<file path="src/hw/rtl/hte_pkg.sv">
// Shared types, character codes and helpers for the hex text byte extractor.
package hte_pkg;

  localparam logic [7:0] CHAR_CR      = 8'h0D;
  localparam logic [7:0] CHAR_LF      = 8'h0A;
  localparam logic [7:0] CHAR_SLASH   = 8'h2F;
  localparam logic [7:0] CHAR_ZERO    = 8'h30;
  localparam logic [7:0] CHAR_X_LOWER = 8'h78;
  localparam logic [7:0] CHAR_X_UPPER = 8'h58;

  localparam logic [7:0] BYTE_COUNT_RESET = 8'd2;

  localparam logic KIND_BYTE = 1'b0;
  localparam logic KIND_END  = 1'b1;

  localparam int OQ_DEPTH = 4;
  localparam int OQ_PTR_W = 2;
  localparam int OQ_CNT_W = 3;

  typedef struct packed {
    logic [7:0] char_byte;
    logic       first_char;
    logic       last_char;
  } in_item_t;

  typedef struct packed {
    logic       kind;
    logic [7:0] byte_value;
    logic [7:0] table_index;
    logic       overflow;
    logic       last_of_run;
  } out_item_t;

  typedef struct packed {
    logic [1:0] num;
    out_item_t  item0;
    out_item_t  item1;
  } push_t;

  typedef struct packed {
    logic       valid;
    logic [3:0] nibble;
  } hex_digit_t;

  function automatic hex_digit_t hex_decode(input logic [7:0] c);
    hex_digit_t d;
    d.valid  = 1'b0;
    d.nibble = 4'd0;
    case (c) inside
      [8'h30:8'h39]: begin
        d.valid  = 1'b1;
        d.nibble = c[3:0];
      end
      [8'h41:8'h46], [8'h61:8'h66]: begin
        d.valid  = 1'b1;
        d.nibble = 4'(c[3:0] + 4'd9);
      end
      default: begin
        d.valid  = 1'b0;
        d.nibble = 4'd0;
      end
    endcase
    return d;
  endfunction

endpackage

</file>
<file path="src/hw/rtl/hte_if.sv">
// Valid/ready channel interfaces for character items and result items.
interface hte_in_if;
  logic              valid;
  logic              ready;
  hte_pkg::in_item_t data;

  modport source (output valid, output data, input ready);
  modport sink (input valid, input data, output ready);
endinterface

interface hte_out_if;
  logic               valid;
  logic               ready;
  hte_pkg::out_item_t data;

  modport source (output valid, output data, input ready);
  modport sink (input valid, input data, output ready);
endinterface

</file>
<file path="src/hw/rtl/hex_text_byte_extractor_top.sv">
// Each result item is registered in the result queue when its character item is accepted.
// Input takes one character item per cycle while the queue holds at most two items;
// a character yielding a byte and the end result queues both for the one-item port.
// The four-entry result queue sets how far the output side may stall before input stops.
// Reset (synchronous, active low) empties the queue and returns the parser to idle
// with the next table index at two.
module hex_text_byte_extractor_top #(
  parameter int TABLE_DEPTH = 128
) (
  input logic clk,
  input logic rst_n,
  hte_in_if.sink    in_ch,
  hte_out_if.source out_ch
);

  hte_pkg::push_t push;
  logic           can_take;
  logic           step;

  assign in_ch.ready = can_take;
  assign step        = in_ch.valid && can_take;

  hte_parser #(
    .TABLE_DEPTH(TABLE_DEPTH)
  ) u_parser (
    .clk     (clk),
    .rst_n   (rst_n),
    .step    (step),
    .in_item (in_ch.data),
    .push    (push)
  );

  hte_out_queue u_queue (
    .clk      (clk),
    .rst_n    (rst_n),
    .wr_en    (step),
    .push     (push),
    .can_take (can_take),
    .rd_valid (out_ch.valid),
    .rd_ready (out_ch.ready),
    .rd_item  (out_ch.data)
  );

endmodule

</file>
<file path="src/hw/rtl/hte_parser.sv">
// Token and comment parser: state registers and the results of one character.
module hte_parser #(
  parameter int TABLE_DEPTH = 128
) (
  input  logic              clk,
  input  logic              rst_n,
  input  logic              step,
  input  hte_pkg::in_item_t in_item,
  output hte_pkg::push_t    push
);

  typedef enum logic [1:0] {PH_IDLE, PH_ZERO, PH_X, PH_HIGH} phase_t;

  localparam logic [7:0] DEPTH_LIMIT = 8'(TABLE_DEPTH);

  phase_t     phase_r, phase_nxt, phase_cur;
  logic [1:0] level_r, level_nxt, level_cur;
  logic [3:0] high_r, high_nxt, high_cur;
  logic [7:0] count_r, count_nxt, count_cur;

  hte_pkg::hex_digit_t dig;
  logic                have_byte;
  logic                byte_ovf;
  logic [7:0]          byte_idx;
  logic [7:0]          byte_val;
  hte_pkg::out_item_t  byte_item;
  hte_pkg::out_item_t  end_item;

  always_comb begin
    phase_cur = in_item.first_char ? PH_IDLE : phase_r;
    level_cur = in_item.first_char ? 2'd0 : level_r;
    high_cur  = in_item.first_char ? 4'd0 : high_r;
    count_cur = in_item.first_char ? hte_pkg::BYTE_COUNT_RESET : count_r;
    dig       = hte_pkg::hex_decode(in_item.char_byte);

    phase_nxt = phase_cur;
    level_nxt = level_cur;
    high_nxt  = high_cur;
    count_nxt = count_cur;
    have_byte = 1'b0;
    byte_ovf  = count_cur >= DEPTH_LIMIT;
    byte_idx  = count_cur;
    byte_val  = {high_cur, dig.nibble};

    if (in_item.char_byte == hte_pkg::CHAR_CR || in_item.char_byte == hte_pkg::CHAR_LF) begin
      level_nxt = 2'd0;
      phase_nxt = PH_IDLE;
    end else if (in_item.char_byte == hte_pkg::CHAR_SLASH) begin
      if (level_cur != 2'd3) begin
        level_nxt = 2'(level_cur + 2'd1);
      end
      phase_nxt = PH_IDLE;
    end else if (dig.valid) begin
      if (level_cur <= 2'd1) begin
        if (phase_cur == PH_IDLE && in_item.char_byte == hte_pkg::CHAR_ZERO) begin
          phase_nxt = PH_ZERO;
        end else if (phase_cur == PH_X) begin
          high_nxt  = dig.nibble;
          phase_nxt = PH_HIGH;
        end else if (phase_cur == PH_HIGH) begin
          have_byte = 1'b1;
          if (!byte_ovf) begin
            count_nxt = 8'(count_cur + 8'd1);
          end
          phase_nxt = PH_IDLE;
        end
      end
    end else if (in_item.char_byte == hte_pkg::CHAR_X_LOWER ||
                 in_item.char_byte == hte_pkg::CHAR_X_UPPER) begin
      if (phase_cur == PH_ZERO) begin
        phase_nxt = PH_X;
      end
    end else begin
      if (level_cur == 2'd1) begin
        level_nxt = 2'd0;
      end
      phase_nxt = PH_IDLE;
    end

    byte_item.kind        = hte_pkg::KIND_BYTE;
    byte_item.byte_value  = byte_val;
    byte_item.table_index = byte_idx;
    byte_item.overflow    = byte_ovf;
    byte_item.last_of_run = ~in_item.last_char;

    end_item.kind        = hte_pkg::KIND_END;
    end_item.byte_value  = 8'd0;
    end_item.table_index = count_nxt;
    end_item.overflow    = 1'b0;
    end_item.last_of_run = 1'b1;

    push.num   = 2'({1'b0, have_byte} + {1'b0, in_item.last_char});
    push.item0 = have_byte ? byte_item : end_item;
    push.item1 = end_item;

    if (in_item.last_char) begin
      phase_nxt = PH_IDLE;
      level_nxt = 2'd0;
      high_nxt  = 4'd0;
      count_nxt = hte_pkg::BYTE_COUNT_RESET;
    end
  end

  always_ff @(posedge clk) begin
    if (!rst_n) begin
      phase_r <= PH_IDLE;
      level_r <= 2'd0;
      high_r  <= 4'd0;
      count_r <= hte_pkg::BYTE_COUNT_RESET;
    end else if (step) begin
      phase_r <= phase_nxt;
      level_r <= level_nxt;
      high_r  <= high_nxt;
      count_r <= count_nxt;
    end
  end

endmodule

</file>
<file path="src/hw/rtl/hte_out_queue.sv">
// Four-entry result queue taking up to two items per cycle; one out if ready.
module hte_out_queue (
  input  logic                clk,
  input  logic                rst_n,
  input  logic                wr_en,
  input  hte_pkg::push_t      push,
  output logic                can_take,
  output logic                rd_valid,
  input  logic                rd_ready,
  output hte_pkg::out_item_t  rd_item
);

  hte_pkg::out_item_t mem [hte_pkg::OQ_DEPTH];

  logic [hte_pkg::OQ_PTR_W-1:0] wr_ptr_r, wr_ptr_nxt;
  logic [hte_pkg::OQ_PTR_W-1:0] rd_ptr_r, rd_ptr_nxt;
  logic [hte_pkg::OQ_CNT_W-1:0] count_r, count_nxt;
  logic [1:0]                   num_in;
  logic                         pop;

  assign num_in   = wr_en ? push.num : 2'd0;
  assign rd_valid = count_r != '0;
  assign rd_item  = mem[rd_ptr_r];
  assign pop      = rd_valid && rd_ready;
  assign can_take = count_r <= hte_pkg::OQ_CNT_W'(hte_pkg::OQ_DEPTH - 2);

  always_comb begin
    wr_ptr_nxt = hte_pkg::OQ_PTR_W'(wr_ptr_r + hte_pkg::OQ_PTR_W'(num_in));
    rd_ptr_nxt = hte_pkg::OQ_PTR_W'(rd_ptr_r + hte_pkg::OQ_PTR_W'(pop));
    count_nxt  = hte_pkg::OQ_CNT_W'(count_r + hte_pkg::OQ_CNT_W'(num_in)
                                    - hte_pkg::OQ_CNT_W'(pop));
  end

  always_ff @(posedge clk) begin
    if (!rst_n) begin
      wr_ptr_r <= '0;
      rd_ptr_r <= '0;
      count_r  <= '0;
    end else begin
      wr_ptr_r <= wr_ptr_nxt;
      rd_ptr_r <= rd_ptr_nxt;
      count_r  <= count_nxt;
    end
  end

  always_ff @(posedge clk) begin
    if (num_in != 2'd0) begin
      mem[wr_ptr_r] <= push.item0;
    end
    if (num_in == 2'd2) begin
      mem[hte_pkg::OQ_PTR_W'(wr_ptr_r + 1'b1)] <= push.item1;
    end
  end

endmodule
</file>
<file path="src/flat_wrapper.sv">
// flat-port wrapper written by rule: the top's interface ports become plain ports
module hex_text_byte_extractor_top_flat 
#(
  parameter int TABLE_DEPTH = 128
)
  (clk, rst_n, in_ch_valid, in_ch_data, in_ch_ready, out_ch_valid, out_ch_data, out_ch_ready);
  hte_in_if in_ch_i ();
  hte_out_if out_ch_i ();
  input logic clk;
  input logic rst_n;
  input wire logic [$bits(in_ch_i.valid)-1:0] in_ch_valid;
  input wire logic [$bits(in_ch_i.data)-1:0] in_ch_data;
  output wire logic [$bits(in_ch_i.ready)-1:0] in_ch_ready;
  output wire logic [$bits(out_ch_i.valid)-1:0] out_ch_valid;
  output wire logic [$bits(out_ch_i.data)-1:0] out_ch_data;
  input wire logic [$bits(out_ch_i.ready)-1:0] out_ch_ready;
  assign in_ch_i.valid = in_ch_valid;
  assign in_ch_i.data = in_ch_data;
  assign in_ch_ready = in_ch_i.ready;
  assign out_ch_valid = out_ch_i.valid;
  assign out_ch_data = out_ch_i.data;
  assign out_ch_i.ready = out_ch_ready;
  hex_text_byte_extractor_top #(.TABLE_DEPTH(TABLE_DEPTH)) u_core (.clk(clk), .rst_n(rst_n), .in_ch(in_ch_i), .out_ch(out_ch_i));
endmodule
</file>
<file path="config.mk">
export PLATFORM = sky130hd
export DESIGN_NAME = hex_text_byte_extractor_top_flat
export DESIGN_NICKNAME = d
export VERILOG_FILES = /design/src/hw/rtl/hte_pkg.sv /design/src/hw/rtl/hte_if.sv /design/src/hw/rtl/hex_text_byte_extractor_top.sv /design/src/hw/rtl/hte_parser.sv /design/src/hw/rtl/hte_out_queue.sv /design/src/flat_wrapper.sv
export SDC_FILE = /design/constraint.sdc
export NUM_CORES = 1
export LEC_CHECK = 0
export BUFFER_PORTS_ARGS = -buffer_cell sky130_fd_sc_hd__clkbuf_2
export CORE_ASPECT_RATIO = 1.2
export CORE_MARGIN = 2
export CORE_UTILIZATION = 33
export DETAILED_ROUTE_END_ITERATION = 10
export PLACE_DENSITY = 0.48
export SLEW_MARGIN = 25
export SYNTH_ARGS = -nofsm -noshare
export SYNTH_HDL_FRONTEND = slang
export SYNTH_SLANG_ARGS = --single-unit
</file>
<file path="constraint.sdc">
create_clock -name clk -period 7.45 [get_ports clk]
set_input_delay 2.235 -clock clk [delete_from_list [all_inputs] [get_ports clk]]
set_output_delay 2.235 -clock clk [all_outputs]
set_load 0.03 [all_outputs]
</file>
---- Word-level counts from Yosys, hierarchy flattened ----
Memories as Yosys holds them, arrays and structs flattened. A register that Yosys moved wholly into a read port is not among the register bits.
Cells that the tools add are included.
word-level totals
  memories kept ........................... 1
  RAM bits ................................ 76
  output and inout bits ................... 21
  bits in registers ....................... 23
  word-level logic and storage cells ...... 104
operators by class
  reduce and logical (&&, ||, !) cells .... 12
  equality and inequality tests ........... 12
  $add $sub $neg .......................... 9
  $lt $le $gt $ge ......................... 9
  bitwise gates (word level) .............. 1
  mux-type cells .......................... 53
memories
  memory              depth  bits a word  read ports  clocked after memory_dff  wr ports  RTL line             text
  u_core.u_queue.mem  4      19           1           1                         2         hte_out_queue.sv:13  hte_pkg::out_item_t mem [hte_pkg::OQ_DEPTH];
operators with widths
  kind                   number
  $mux W8                10
  $mux W2                21
  $mux W4                8
  $mux W19               1
  $eq A8 B4 Y1 const B   2
  $eq A8 B6 Y1 const B   2
  $eq A8 B7 Y1 const B   2
  $ge A8 B7 Y1 const B   2
  $le A8 B7 Y1 const B   2
  $mux W1                11
  $mux W5                2
  $add A8 B1 Y8 const B  1
  $ge A8 B6 Y1 const B   1
  $ge A8 B8 Y1 const B   1
  $le A8 B6 Y1 const B   1
  $eq A2 B2 Y1 const B   3
  $logic_and A1 B1 Y1    6
  $add A2 B1 Y2 const B  2
  $add A4 B4 Y4 const B  1
  $eq A2 B1 Y1 const B   2
  $add A3 B2 Y3          1
  $le A3 B2 Y1 const B   1
  $reduce_bool A3 Y1     1
  $sub A3 B1 Y3          1
  10 further kinds       11

---- Depth between registers and ports, before layout ----
Gate-level depths: netlist (run 1).
  word-level depth ........................ 14
  depth in mapped cells ................... 18
  mapped depth without buffers ............ 15

---- Hierarchy ----
Synthesis (run 1) repeated with hierarchy kept, for this count alone.
unflattened totals
  cells, all modules ...................... 450
  area total of the unflattened synthesis .. 5780.5 um^2
by module, submodules not included
  module                       area an instance (um^2)  times used  cells an instance
  hte_out_queue                4136.5                   1           236
  hte_parser                   1637.8                   1           213
  hex_text_byte_extractor_top  6.3                      1           1

---- Worst setup path after synthesis (run 1) ----
OpenSTA, ideal clock, no wires.
  path kind ............................... input to register
  start ................................... in in_ch_data[1]
  end ..................................... reg u_core.u_queue.count_r[2] (netlist bit)
  arrival ................................. 5.637 ns
  setup time .............................. 0.115 ns
  path buffers ............................ 3
  slack ................................... 1.698 ns
  stages .................................. 18
  cells stage by stage .................... clkbuf_1 -> inv_1 -> clkbuf_1 -> nand2_1 -> ha_1 -> nor4bb_1 -> a21oi_1 -> and4_1 -> clkbuf_1 -> ha_1 -> nand2_1 -> ha_1 -> inv_1 -> ha_1 -> fa_1 -> xnor2_1 -> xnor2_1 -> and2_1
between the ends
  cells in the longest elaborated chain, start to end .. 13
ends and longest elaborated chain
  item                  RTL line             text
  start, declared       flat_wrapper.sv:12   input wire logic [$bits(in_ch_i.data)-1:0] in_ch_data;
  $mux W2               hte_parser.sv:30     phase_cur = in_item.first_char ? PH_IDLE : phase_r;
  $eq A2 B2 Y1          hte_parser.sv:60     end else if (phase_cur == PH_HIGH) begin
  $mux W1               hte_parser.sv:60
  $mux W1               hte_parser.sv:57     end else if (phase_cur == PH_X) begin
  $mux W1               hte_parser.sv:55     if (phase_cur == PH_IDLE && in_item.char_byte == hte_pkg::CHAR_ZERO) begin
  $mux W1 *             hte_parser.sv:54     if (level_cur <= 2'd1) begin
  $mux W1 *             hte_parser.sv:53     end else if (dig.valid) begin
  $mux W1 *             hte_parser.sv:48     end else if (in_item.char_byte == hte_pkg::CHAR_SLASH) begin
  $mux W1 *             hte_parser.sv:45     if (in_item.char_byte == hte_pkg::CHAR_CR || in_item.char_byte == hte_pkg::CHAR_LF) begin
  $add A1 B1 Y2 *       hte_parser.sv:92     push.num = 2'({1'b0, have_byte} + {1'b0, in_item.last_char});
  $mux W2 *             hte_out_queue.sv:21  assign num_in = wr_en ? push.num : 2'd0;
  $add A3 B2 Y3 *       hte_out_queue.sv:30  count_nxt = hte_pkg::OQ_CNT_W'(count_r + hte_pkg::OQ_CNT_W'(num_in)
  $sub A3 B1 Y3 *       hte_out_queue.sv:31  - hte_pkg::OQ_CNT_W'(pop));
  end signal, assigned  hte_out_queue.sv:42  count_r <= count_nxt;
  end, declared         hte_out_queue.sv:17  logic [hte_pkg::OQ_CNT_W-1:0] count_r, count_nxt;
Every way passes the cells marked *; elsewhere a longest branch is shown, timed or not.
A chain may end at the register's enable or synchronous reset.

==> impl_metrics.env, run 1 <==
export IMPL_hold_violations=0
export IMPL_cts_setup_buffers=0
export IMPL_synthTopCellsByArea="dfxtp_1, edfxtp_1, mux4_2"
export IMPL_finalMaxSlewViolations=0
export IMPL_die_w_um=118.2
export IMPL_grt_start_max_net_pins=21
export IMPL_synth_async_sr_flop_share_pct=0
export IMPL_rsz0062_at_grt="false"
export IMPL_start_kind="primary input"
export IMPL_place_gp_congestion=0.8715
export IMPL_syn_area_mm2=0.005167
export IMPL_cts_htree_levels=3
export IMPL_drtIter0Drc=248
export IMPL_drt_total_wl_um=14150
export IMPL_ys_seq_area_share_pct=44.55
export IMPL_crit_type="in -> reg"
export IMPL_synth_edff_count=32
export IMPL_crit_arrival_ps=6420
export IMPL_start_util_pct=33.44
export IMPL_synthDistinctLibCells=54
export IMPL_yosysTopAreaCell="dfxtp_1"
export IMPL_portBuffers=34
export IMPL_end_kind="flip-flop"
export IMPL_io_pins=35
export IMPL_critPathRequiredTime_ps=7700
export IMPL_finalNetCount=602
export IMPL_slowest_delay_ps=560
export IMPL_synth_ff_type="dfxtp_1"
export IMPL_clk_latency_ps=360
export IMPL_area_growth_synth_to_final_pct=13.39
export IMPL_cts_buffer_depth=2
export IMPL_drt_first_pass_iters=5
export IMPL_antenna_found_initial=0
export IMPL_yosys_area_top_type_share_pct=25.96
export IMPL_die_area_mm2=0.01668
export IMPL_syn_num_nets=581
export IMPL_final_area_mm2=0.005859
export IMPL_clock_skew_final_ps=5.543
export IMPL_rows=50
export IMPL_vias=4253
export IMPL_p_leak_nw=2.021
export IMPL_grt_overflow=0
export IMPL_ir_worst_vdd_mv=0.1551
export IMPL_ys_seq_elements=99
export IMPL_crit_buf_inv=3
export IMPL_finalSetupTns_ps=0
export IMPL_cts_made_buffers=9
export IMPL_clkTransAtPathRegs_ps=60
export IMPL_grt_usage_pct=17.67
export IMPL_root_buffer="clkbuf_16"
export IMPL_fmax_mhz=162.2
export IMPL_fin_crit_sh_pct=82.77
export IMPL_critPathMaxFanout=13
export IMPL_status="finished, final reports clean"
export IMPL_grt_first_pass_wirelength_um=22730
export IMPL_diodes=0
export IMPL_wl_per_cell_um=18.09
export IMPL_die_y_um=141.1
export IMPL_setup_violations=0
export IMPL_maxSlewHeadroom_pct=43.43
export IMPL_drive_above_1_share_pct=14.11
export IMPL_path_delay_family="simple AND/OR/NAND/NOR gates"
export IMPL_crit_chain="clkbuf_2, inv_1, nand2_1, ha_1, nor4bb_1, a21oi_1, and4_1, ha_1, o211ai_1, nor2_1, nor2_1, inv_1, o21a_1"
export IMPL_dpl_hpwl_um=10670
export IMPL_min_period_ps=6166
export IMPL_viasPerCell=5.439
export IMPL_ant_nets=0
export IMPL_yosysWarnings=0
export IMPL_worst_slew_pin_slew_ps=842.0
export IMPL_placed_area_mm2=0.005525
export IMPL_hp_class="reg -> reg"
export IMPL_maxCapViolCount=0
export IMPL_drc_errors=0
export IMPL_cts_sinks=99
export IMPL_power_density_mw_per_mm2=244.7
export IMPL_ctsHoldBuffers=0
export IMPL_synth_area_per_cell_um2=9.430
export IMPL_grt_pass1_vias=4054
export IMPL_fillCellCount=1575
export IMPL_netlist_instances=548
export IMPL_cts_tree="done"
export IMPL_core_mm2=0.01545
export IMPL_slowest_stage="nor2_1"
export IMPL_ctsResizeCount=0
## registers in the layout, summed over array words and instances, names as in the netlist
register                 flops
u_core.u_queue.mem          76
u_core.u_parser.high_r       4
u_core.u_queue.rd_ptr_r      2
u_core.u_queue.wr_ptr_r      2
u_core.u_parser.count_r      8
u_core.u_parser.level_r      2
u_core.u_queue.count_r       3
u_core.u_parser.phase_r      2
## path summary, 6_finish.rpt
path	from	endpoint	slack, ps	cells past startpoint
worst min register to register	u_core.u_queue.mem[3][14]	u_core.u_queue.mem[3][14]	450	2
worst max-delay path	in_ch_data[1]	u_core.u_queue.mem[3][18]	1280	13
worst max register to register	u_core.u_parser.phase_r[0]	u_core.u_queue.mem[3][18]	3460	11
worst min-delay path	u_core.u_queue.mem[3][14]	u_core.u_queue.mem[3][14]	450	2
## synthesized netlist by cell type (3+ instances only)
cell and n:
o21a_1 4, or2_2 3, o21ai_0 79, inv_1 24, nand2b_1 8, nand4_1 4
ha_1 18, nor2_1 18, dfxtp_1 67, o31ai_1 10, and2_1 9, a22o_1 3
xnor2_1 4, and3_1 5, edfxtp_1 32, nor3b_1 3, mux4_2 19, nand2_1 76
nor3_1 8, nand3_1 26, o2bb2ai_1 3, nor2b_1 11, or3_1 9, a31oi_1 4
clkbuf_1 25, o22ai_1 11, a21oi_1 29
## cells by family after synthesis
family	synth area share, %
and+or+nand+nor	18.33
buffers and inverters	3.898
muxes	8.668
AOI/OAI and AO/OA	18.79
DFF	44.55
xor gates and xnor gates	1.017
adders and majority gates	4.746
## placed cells by master, fill, tap and decap left out, drive strengths merged, types with 3 or more instances in the layout
| cell type | n |
|---|---|
| a31oi | 4 |
| dfxtp | 67 |
| xnor2 | 4 |
| a21oi | 29 |
| buf | 5 |
| clkbuf | 45 |
| ha | 18 |
| edfxtp | 32 |
| bufinv | 3 |
| o21ai | 79 |
| inv | 24 |
| o2bb2ai | 3 |
| and2 | 9 |
| a22o | 3 |
| nand4 | 4 |
| a2111oi | 3 |
| or2 | 3 |
| nand2 | 76 |
| and3 | 5 |
| nand3 | 27 |
| or3 | 9 |
| o22ai | 11 |
| nand2b | 8 |
| nor2 | 18 |
| nor3b | 3 |
| nor2b | 11 |
| o21a | 4 |
| o31ai | 10 |
| nor3 | 8 |
| mux4 | 19 |
## routing by layer
| metal | part of all wire (%) | routed length [um] | track usage, % |
|---|---|---|---|
| met5 | 0 | 0 | 0 |
| met1 | 45 | 6431 | 22.98 |
| met2 | 47 | 6668 | 28.69 |
| met3 | 4.4 | 625 | 2.994 |
| met4 | 3.0 | 424 | 8.244 |
## power by group
part	internal, W	total [W]	switching (W)	leakage (nW)
combinational	0.000119	0.000292	0.000174	1.03
sequential	0.000584	0.000615	0.0000307	0.835
clock	0.000327	0.000526	0.000199	0.157
## worst register-to-register path: cells and delay by family, from the launching register on
family	cells	cell delay, ps
flip-flops	1	320
AO/OA/AOI/OAI	3	1000
adder cells (fa/ha/maj)	2	530
buffers and inverters	1	360
AND/OR/NAND/NOR	5	1680
## per-stage QoR
step           std cells  setup WS, ps  util [%]  hold WS, ps  total power [W]
4_1_cts              782          1238     37.92        454.3         0.001454
3_5_place_dp         766         866.6     35.76        439.3        0.0009260
6_report             782          1284     37.92        453.2         0.001434
3_3_place_gp         766          1135     35.75        432.8        0.0009203
2_1_floorplan        548          1698         -        419.8        0.0008447
5_1_grt              782         728.6     37.92        476.3         0.001506
## final cells by class
| class | count | area [um2] | share of cell area, % |
|---|---|---|---|
| Timing Repair Buffer | 39 | 207.7 | 3.545 |
| Sequential cell | 99 | 2303 | 39.31 |
| Multi-Input combinational cell | 396 | 2664 | 45.46 |
| Tap cell | 208 | 260.3 | 4.442 |
| Clock buffer | 11 | 232.7 | 3.972 |
| Clock inverter | 5 | 101.3 | 1.730 |
| Inverter | 24 | 90.09 | 1.537 |
(Power assumes the default switching activity.)
==> run 2: changes to the inputs <==
PLACE_DENSITY = 0.49   (was 0.48)
clock period = 5.6 ns   (was 7.45 ns; I/O delays follow)
==> impl_metrics.env, run 2 (synthesis results as in run 1) <==
export IMPL_status="finished, final reports clean"
export IMPL_area_growth_synth_to_final_pct=14.48
export IMPL_final_cell_mix="o21ai_0, nand2_1, dfxtp_1, clkbuf_2, edfxtp_1"
export IMPL_die_w_um=118.2
export IMPL_maxSlewHeadroom_pct=52.95
export IMPL_grt_start_max_net_pins=21
export IMPL_grt_first_pass_wirelength_um=22910
export IMPL_clk_latency_ps=340
export IMPL_die_area_mm2=0.01668
export IMPL_fin_crit_sh_pct=88.39
export IMPL_finalNetCount=615
export IMPL_die_y_um=141.1
export IMPL_top_regs="u_core.u_queue.mem: 76 flops, u_core.u_parser.count_r: 8 flops, u_core.u_parser.high_r: 4 flops"
export IMPL_io_pins=35
export IMPL_ant_nets=0
export IMPL_cts_sinks=99
export IMPL_portBuffers=34
export IMPL_grt_pass1_vias=4162
export IMPL_path_delay_family="adder cells"
export IMPL_crit_arrival_ps=5190
export IMPL_diodes=0
export IMPL_crit_buf_inv=3
export IMPL_root_buffer="clkbuf_16"
export IMPL_critPathMaxFanout=11
export IMPL_drt_first_pass_iters=5
export IMPL_crit_type="in -> reg"
export IMPL_post_route_util_pct=38.28
export IMPL_crit_chain="clkbuf_2, inv_1, nand2_1, ha_1, nor4bb_1, a21oi_1, and4_1, ha_1, nand2_1, ha_1, inv_1, ha_1, fa_1, xnor2_1, xnor2_1, and2_1"
export IMPL_cts_made_buffers=9
export IMPL_rsz0062_at_grt="false"
export IMPL_setup_violations=0
export IMPL_rows=50
export IMPL_drive_above_1_share_pct=16.35
export IMPL_critPathRequiredTime_ps=5840
export IMPL_slowest_delay_ps=390
export IMPL_finalMaxSlewViolations=0
export IMPL_final_cells=795
export IMPL_final_area_mm2=0.005916
export IMPL_start_util_pct=33.44
export IMPL_viasPerCell=5.353
export IMPL_drt_total_wl_um=14090
export IMPL_end_kind="flip-flop"
export IMPL_ctsHoldBuffers=0
export IMPL_slowest_stage="ha_1"
export IMPL_r2r_slack_ps=2070
export IMPL_place_gp_congestion=0.8997
export IMPL_grt_overflow=0
export IMPL_wl_per_cell_um=17.72
export IMPL_dpl_cell_count=779
export IMPL_cts_setup_buffers=0
export IMPL_grt_usage_pct=17.41
export IMPL_final_common_cell="o21ai_0"
export IMPL_clock_skew_final_ps=6.363
export IMPL_worst_slew_pin_slew_ps=704.4
export IMPL_regMostFlops="u_core.u_queue.mem"
export IMPL_cts_tree="done"
export IMPL_dpl_hpwl_um=10420
export IMPL_start_kind="primary input"
export IMPL_finalSetupTns_ps=0
export IMPL_fmax_mhz=202.0
export IMPL_placed_area_mm2=0.005623
export IMPL_cts_buffer_depth=2
export IMPL_p_leak_nw=2.069
export IMPL_cts_htree_levels=3
export IMPL_ctsResizeCount=0
export IMPL_maxCapViolCount=0
export IMPL_clkTransAtPathRegs_ps=70
export IMPL_largest_register_ffs=76
export IMPL_vias=4256
export IMPL_min_period_ps=4950
export IMPL_power_density_mw_per_mm2=309.9
export IMPL_ir_worst_vdd_mv=0.2564
export IMPL_hp_class="reg -> reg"
export IMPL_drc_errors=0
export IMPL_fillCellCount=1576
export IMPL_antenna_found_initial=0
export IMPL_drtIter0Drc=268
export IMPL_core_mm2=0.01545
export IMPL_hold_ws_ps=454.9
export IMPL_hold_violations=0
export IMPL_crit_path_frequent_cell="ha_1"
==> run 2: changes by cell type in the layout (fill, tap and decap cells not counted) <==
cell	before	now
buf_4	5	18
bufinv_16	3	1
clkbuf_1	2	0
clkinv_2	0	2
clkinvlp_4	1	2
inv_6	0	1
==> run 2: worst paths after layout <==
check / depth (start not counted) / end / startpoint
max: 16 / u_core.u_queue.count_r[2] / in_ch_data[1]
min: 2 / u_core.u_queue.mem[2][1] / u_core.u_queue.mem[2][1]
max reg2reg: 14 / u_core.u_queue.count_r[2] / u_core.u_parser.phase_r[0]
min reg2reg: 2 / u_core.u_queue.mem[2][1] / u_core.u_queue.mem[2][1]
==> run 2: metrics by stage <==
stage	setup WS (ps)	total power, W
after floorplan	402.7	0.001124
after global placement	406.5	0.001235
after detailed placement	308.3	0.001242
after CTS	669.9	0.001854
after global routing	406.9	0.001920
final	650.1	0.001833
==> run 2: power by group <==
group | switching (W) | internal (W)
sequential | 0.0000455 | 0.000777
clock | 0.000270 | 0.000345
combinational | 0.000234 | 0.000162
==> run 2: tightest hold or removal path: stages, from the launching register on <==
cell	delay, ps
dfxtp_1	330
nand2_1	40
o21ai_0	50
==> run 2: layer usage <==
metal / routed length, um / GRT usage, % / vias to the layer above / part of all wire [%]
met5: 0 / 0 / - / 0
met3: 433 / 2.184 / 21 / 3.1
li1: - / - / 2081 / -
met1: 6409 / 22.87 / 2061 / 45
met4: 433 / 7.800 / 0 / 3.1
met2: 6814 / 28.72 / 93 / 48
==> run 2: final cells by class <==
cell class,instances,area (um2),area share (%)
Clock buffer,9,225.2,3.807
Sequential cell,99,2303,38.94
Timing Repair Buffer,52,305.3,5.161
Inverter,24,90.09,1.523
Tap cell,208,260.3,4.399
Multi-Input combinational cell,396,2664,45.03
Clock inverter,7,67.56,1.142
==> run 3: changes to the inputs <==
BUFFER_PORTS_ARGS = -buffer_cell sky130_fd_sc_hd__buf_2   (was -buffer_cell sky130_fd_sc_hd__clkbuf_2)
==> impl_metrics.env, run 3 (synthesis results as in run 1) <==
export IMPL_grt_usage_pct=17.43
export IMPL_maxSlewHeadroom_pct=51.84
export IMPL_fmax_mhz=204.6
export IMPL_die_area_mm2=0.01668
export IMPL_grt_start_max_net_pins=21
export IMPL_ctsHoldBuffers=0
export IMPL_worstRegToRegCells=14
export IMPL_start_kind="primary input"
export IMPL_critPathRequiredTime_ps=5800
export IMPL_drive_above_1_share_pct=15.99
export IMPL_finalNetCount=616
export IMPL_die_w_um=118.2
export IMPL_rows=50
export IMPL_clock_skew_final_ps=6.441
export IMPL_crit_arrival_ps=5090
export IMPL_regMostFlops="u_core.u_queue.mem"
export IMPL_drc_errors=0
export IMPL_multiInputGateArea_mm2=0.002664
export IMPL_grt_pass1_vias=4019
export IMPL_setup_violations=0
export IMPL_vias=4251
export IMPL_fillCellCount=1601
export IMPL_critPathMaxFanout=11
export IMPL_finalMaxSlewViolations=0
export IMPL_io_pins=35
export IMPL_r2r_end="u_core.u_queue.count_r[2]"
export IMPL_drtIter0Drc=221
export IMPL_dpl_hpwl_um=10300
export IMPL_hold_violations=0
export IMPL_diodes=0
export IMPL_cts_made_buffers=9
export IMPL_status="finished, final reports clean"
export IMPL_dp_slack_ps=368.0
export IMPL_worstHoldEndpoint="u_core.u_queue.mem[0][17]"
export IMPL_die_y_um=141.1
export IMPL_portBuffers=34
export IMPL_clkTransAtPathRegs_ps=70
export IMPL_area_growth_synth_to_final_pct=14.02
export IMPL_finalSetupTns_ps=0
export IMPL_top_regs="u_core.u_queue.mem: 76 flops, u_core.u_parser.count_r: 8 flops, u_core.u_parser.high_r: 4 flops"
export IMPL_drt_first_pass_iters=5
export IMPL_crit_start="in_ch_data[6]"
export IMPL_crit_type="in -> reg"
export IMPL_fin_crit_sh_pct=87.26
export IMPL_ir_worst_vdd_mv=0.1898
export IMPL_hp_class="reg -> reg"
export IMPL_drt_total_wl_um=14140
export IMPL_r2r_slack_ps=2180
export IMPL_end_kind="flip-flop"
export IMPL_maxCapViolCount=0
export IMPL_register_area_mm2=0.002303
export IMPL_final_cell_mix="o21ai_0, nand2_1, dfxtp_1, buf_2, edfxtp_1"
export IMPL_place_gp_congestion=0.9071
export IMPL_rsz0062_at_grt="false"
export IMPL_crit_chain="buf_2, or4b_1, a311o_2, nand2_1, and4_1, ha_1, nand2b_1, or3_1, or3_1, a21oi_1"
export IMPL_cts_sinks=99
export IMPL_final_common_cell="o21ai_0"
export IMPL_largest_register_ffs=76
export IMPL_viasPerCell=5.340
export IMPL_ant_nets=0
export IMPL_grt_first_pass_wirelength_um=22490
export IMPL_cts_htree_levels=3
export IMPL_power_density_mw_per_mm2=302.8
export IMPL_clk_latency_ps=350
export IMPL_min_from="u_core.u_queue.mem[0][17]"
export IMPL_root_buffer="clkbuf_16"
export IMPL_start_util_pct=33.44
export IMPL_ctsResizeCount=0
export IMPL_min_period_ps=4887
export IMPL_reg2reg_from="u_core.u_parser.phase_r[0]"
export IMPL_slowest_stage="or3_1"
export IMPL_crit_path_frequent_cell="or3_1"
export IMPL_grt_overflow=0
export IMPL_hold_path_depth=2
export IMPL_cts_setup_buffers=0
export IMPL_antenna_found_initial=0
export IMPL_slowest_delay_ps=560
export IMPL_setup_ws_ps=713.4
export IMPL_hold_ws_ps=453.2
export IMPL_worst_slew_pin_slew_ps=721.0
export IMPL_core_mm2=0.01545
export IMPL_cts_buffer_depth=2
export IMPL_cts_tree="done"
export IMPL_p_leak_nw=2.060
export IMPL_wl_per_cell_um=17.76
==> run 3: changes by cell type in the layout (fill, tap and decap cells not counted), sizes merged <==
cell	change
buf	+35
clkinv	+2
clkinvlp	-1
bufinv	-1
inv	-1
clkbuf	-33
==> run 3: worst max-delay path, delay by kind of cell <==
| family | cells | cell delay, ps |
|---|---|---|
| buffers and inverters | 1 | 110 |
| AOI/OAI and AO/OA | 2 | 630 |
| and+or+nand+nor | 6 | 2330 |
| adders and majority gates | 1 | 330 |
==> run 3: worst max-delay path by stage <==
stage | endpoint | slack [ps] | depth (start not counted)
2_1_floorplan | u_core.u_queue.count_r[2] | 400 | 18
3_3_place_gp | u_core.u_queue.mem[2][6] | 470 | 10
3_5_place_dp | u_core.u_queue.mem[3][5] | 370 | 10
4_1_cts | u_core.u_queue.mem[3][6] | 700 | 10
5_1_grt | u_core.u_queue.count_r[2] | 520 | 14
6_report | u_core.u_queue.mem[2][6] | 710 | 10
==> run 3: cell type report <==
| class | count | area share [%] |
|---|---|---|
| Multi-Input combinational cell | 396 | 45.21 |
| Sequential cell | 99 | 39.10 |
| Timing Repair Buffer | 53 | 5.309 |
| Tap cell | 208 | 4.417 |
| Clock buffer | 10 | 3.886 |
| Inverter | 24 | 1.529 |
| Clock inverter | 6 | 0.5521 |
==> run 3: metal layers <==
layer	GRT usage, %	vias up	wire length (um)
met5	0	-	0
met4	5.961	0	302
met3	2.953	16	604
met2	29.42	121	6977
met1	22.60	2038	6256
li1	-	2076	-
==> run 3: metrics by stage <==
stage	power, W	utilization [%]	instance area [um2]	std cells
final	0.001784	38.13	5892	796
after global routing	0.001878	38.13	5892	796
after CTS	0.001804	38.13	5892	796
after detailed placement	0.001241	36.44	5630	780
after global placement	0.001237	36.43	5629	780
after floorplan	0.001124	-	5167	548
==> run 3: where the power goes <==
part	total [W]	internal [W]	switching (W)
clock network	0.000568	0.000297	0.000271
registers	0.000821	0.000777	0.0000441
logic	0.000395	0.000164	0.000231
total	0.00178	0.00124	0.000547
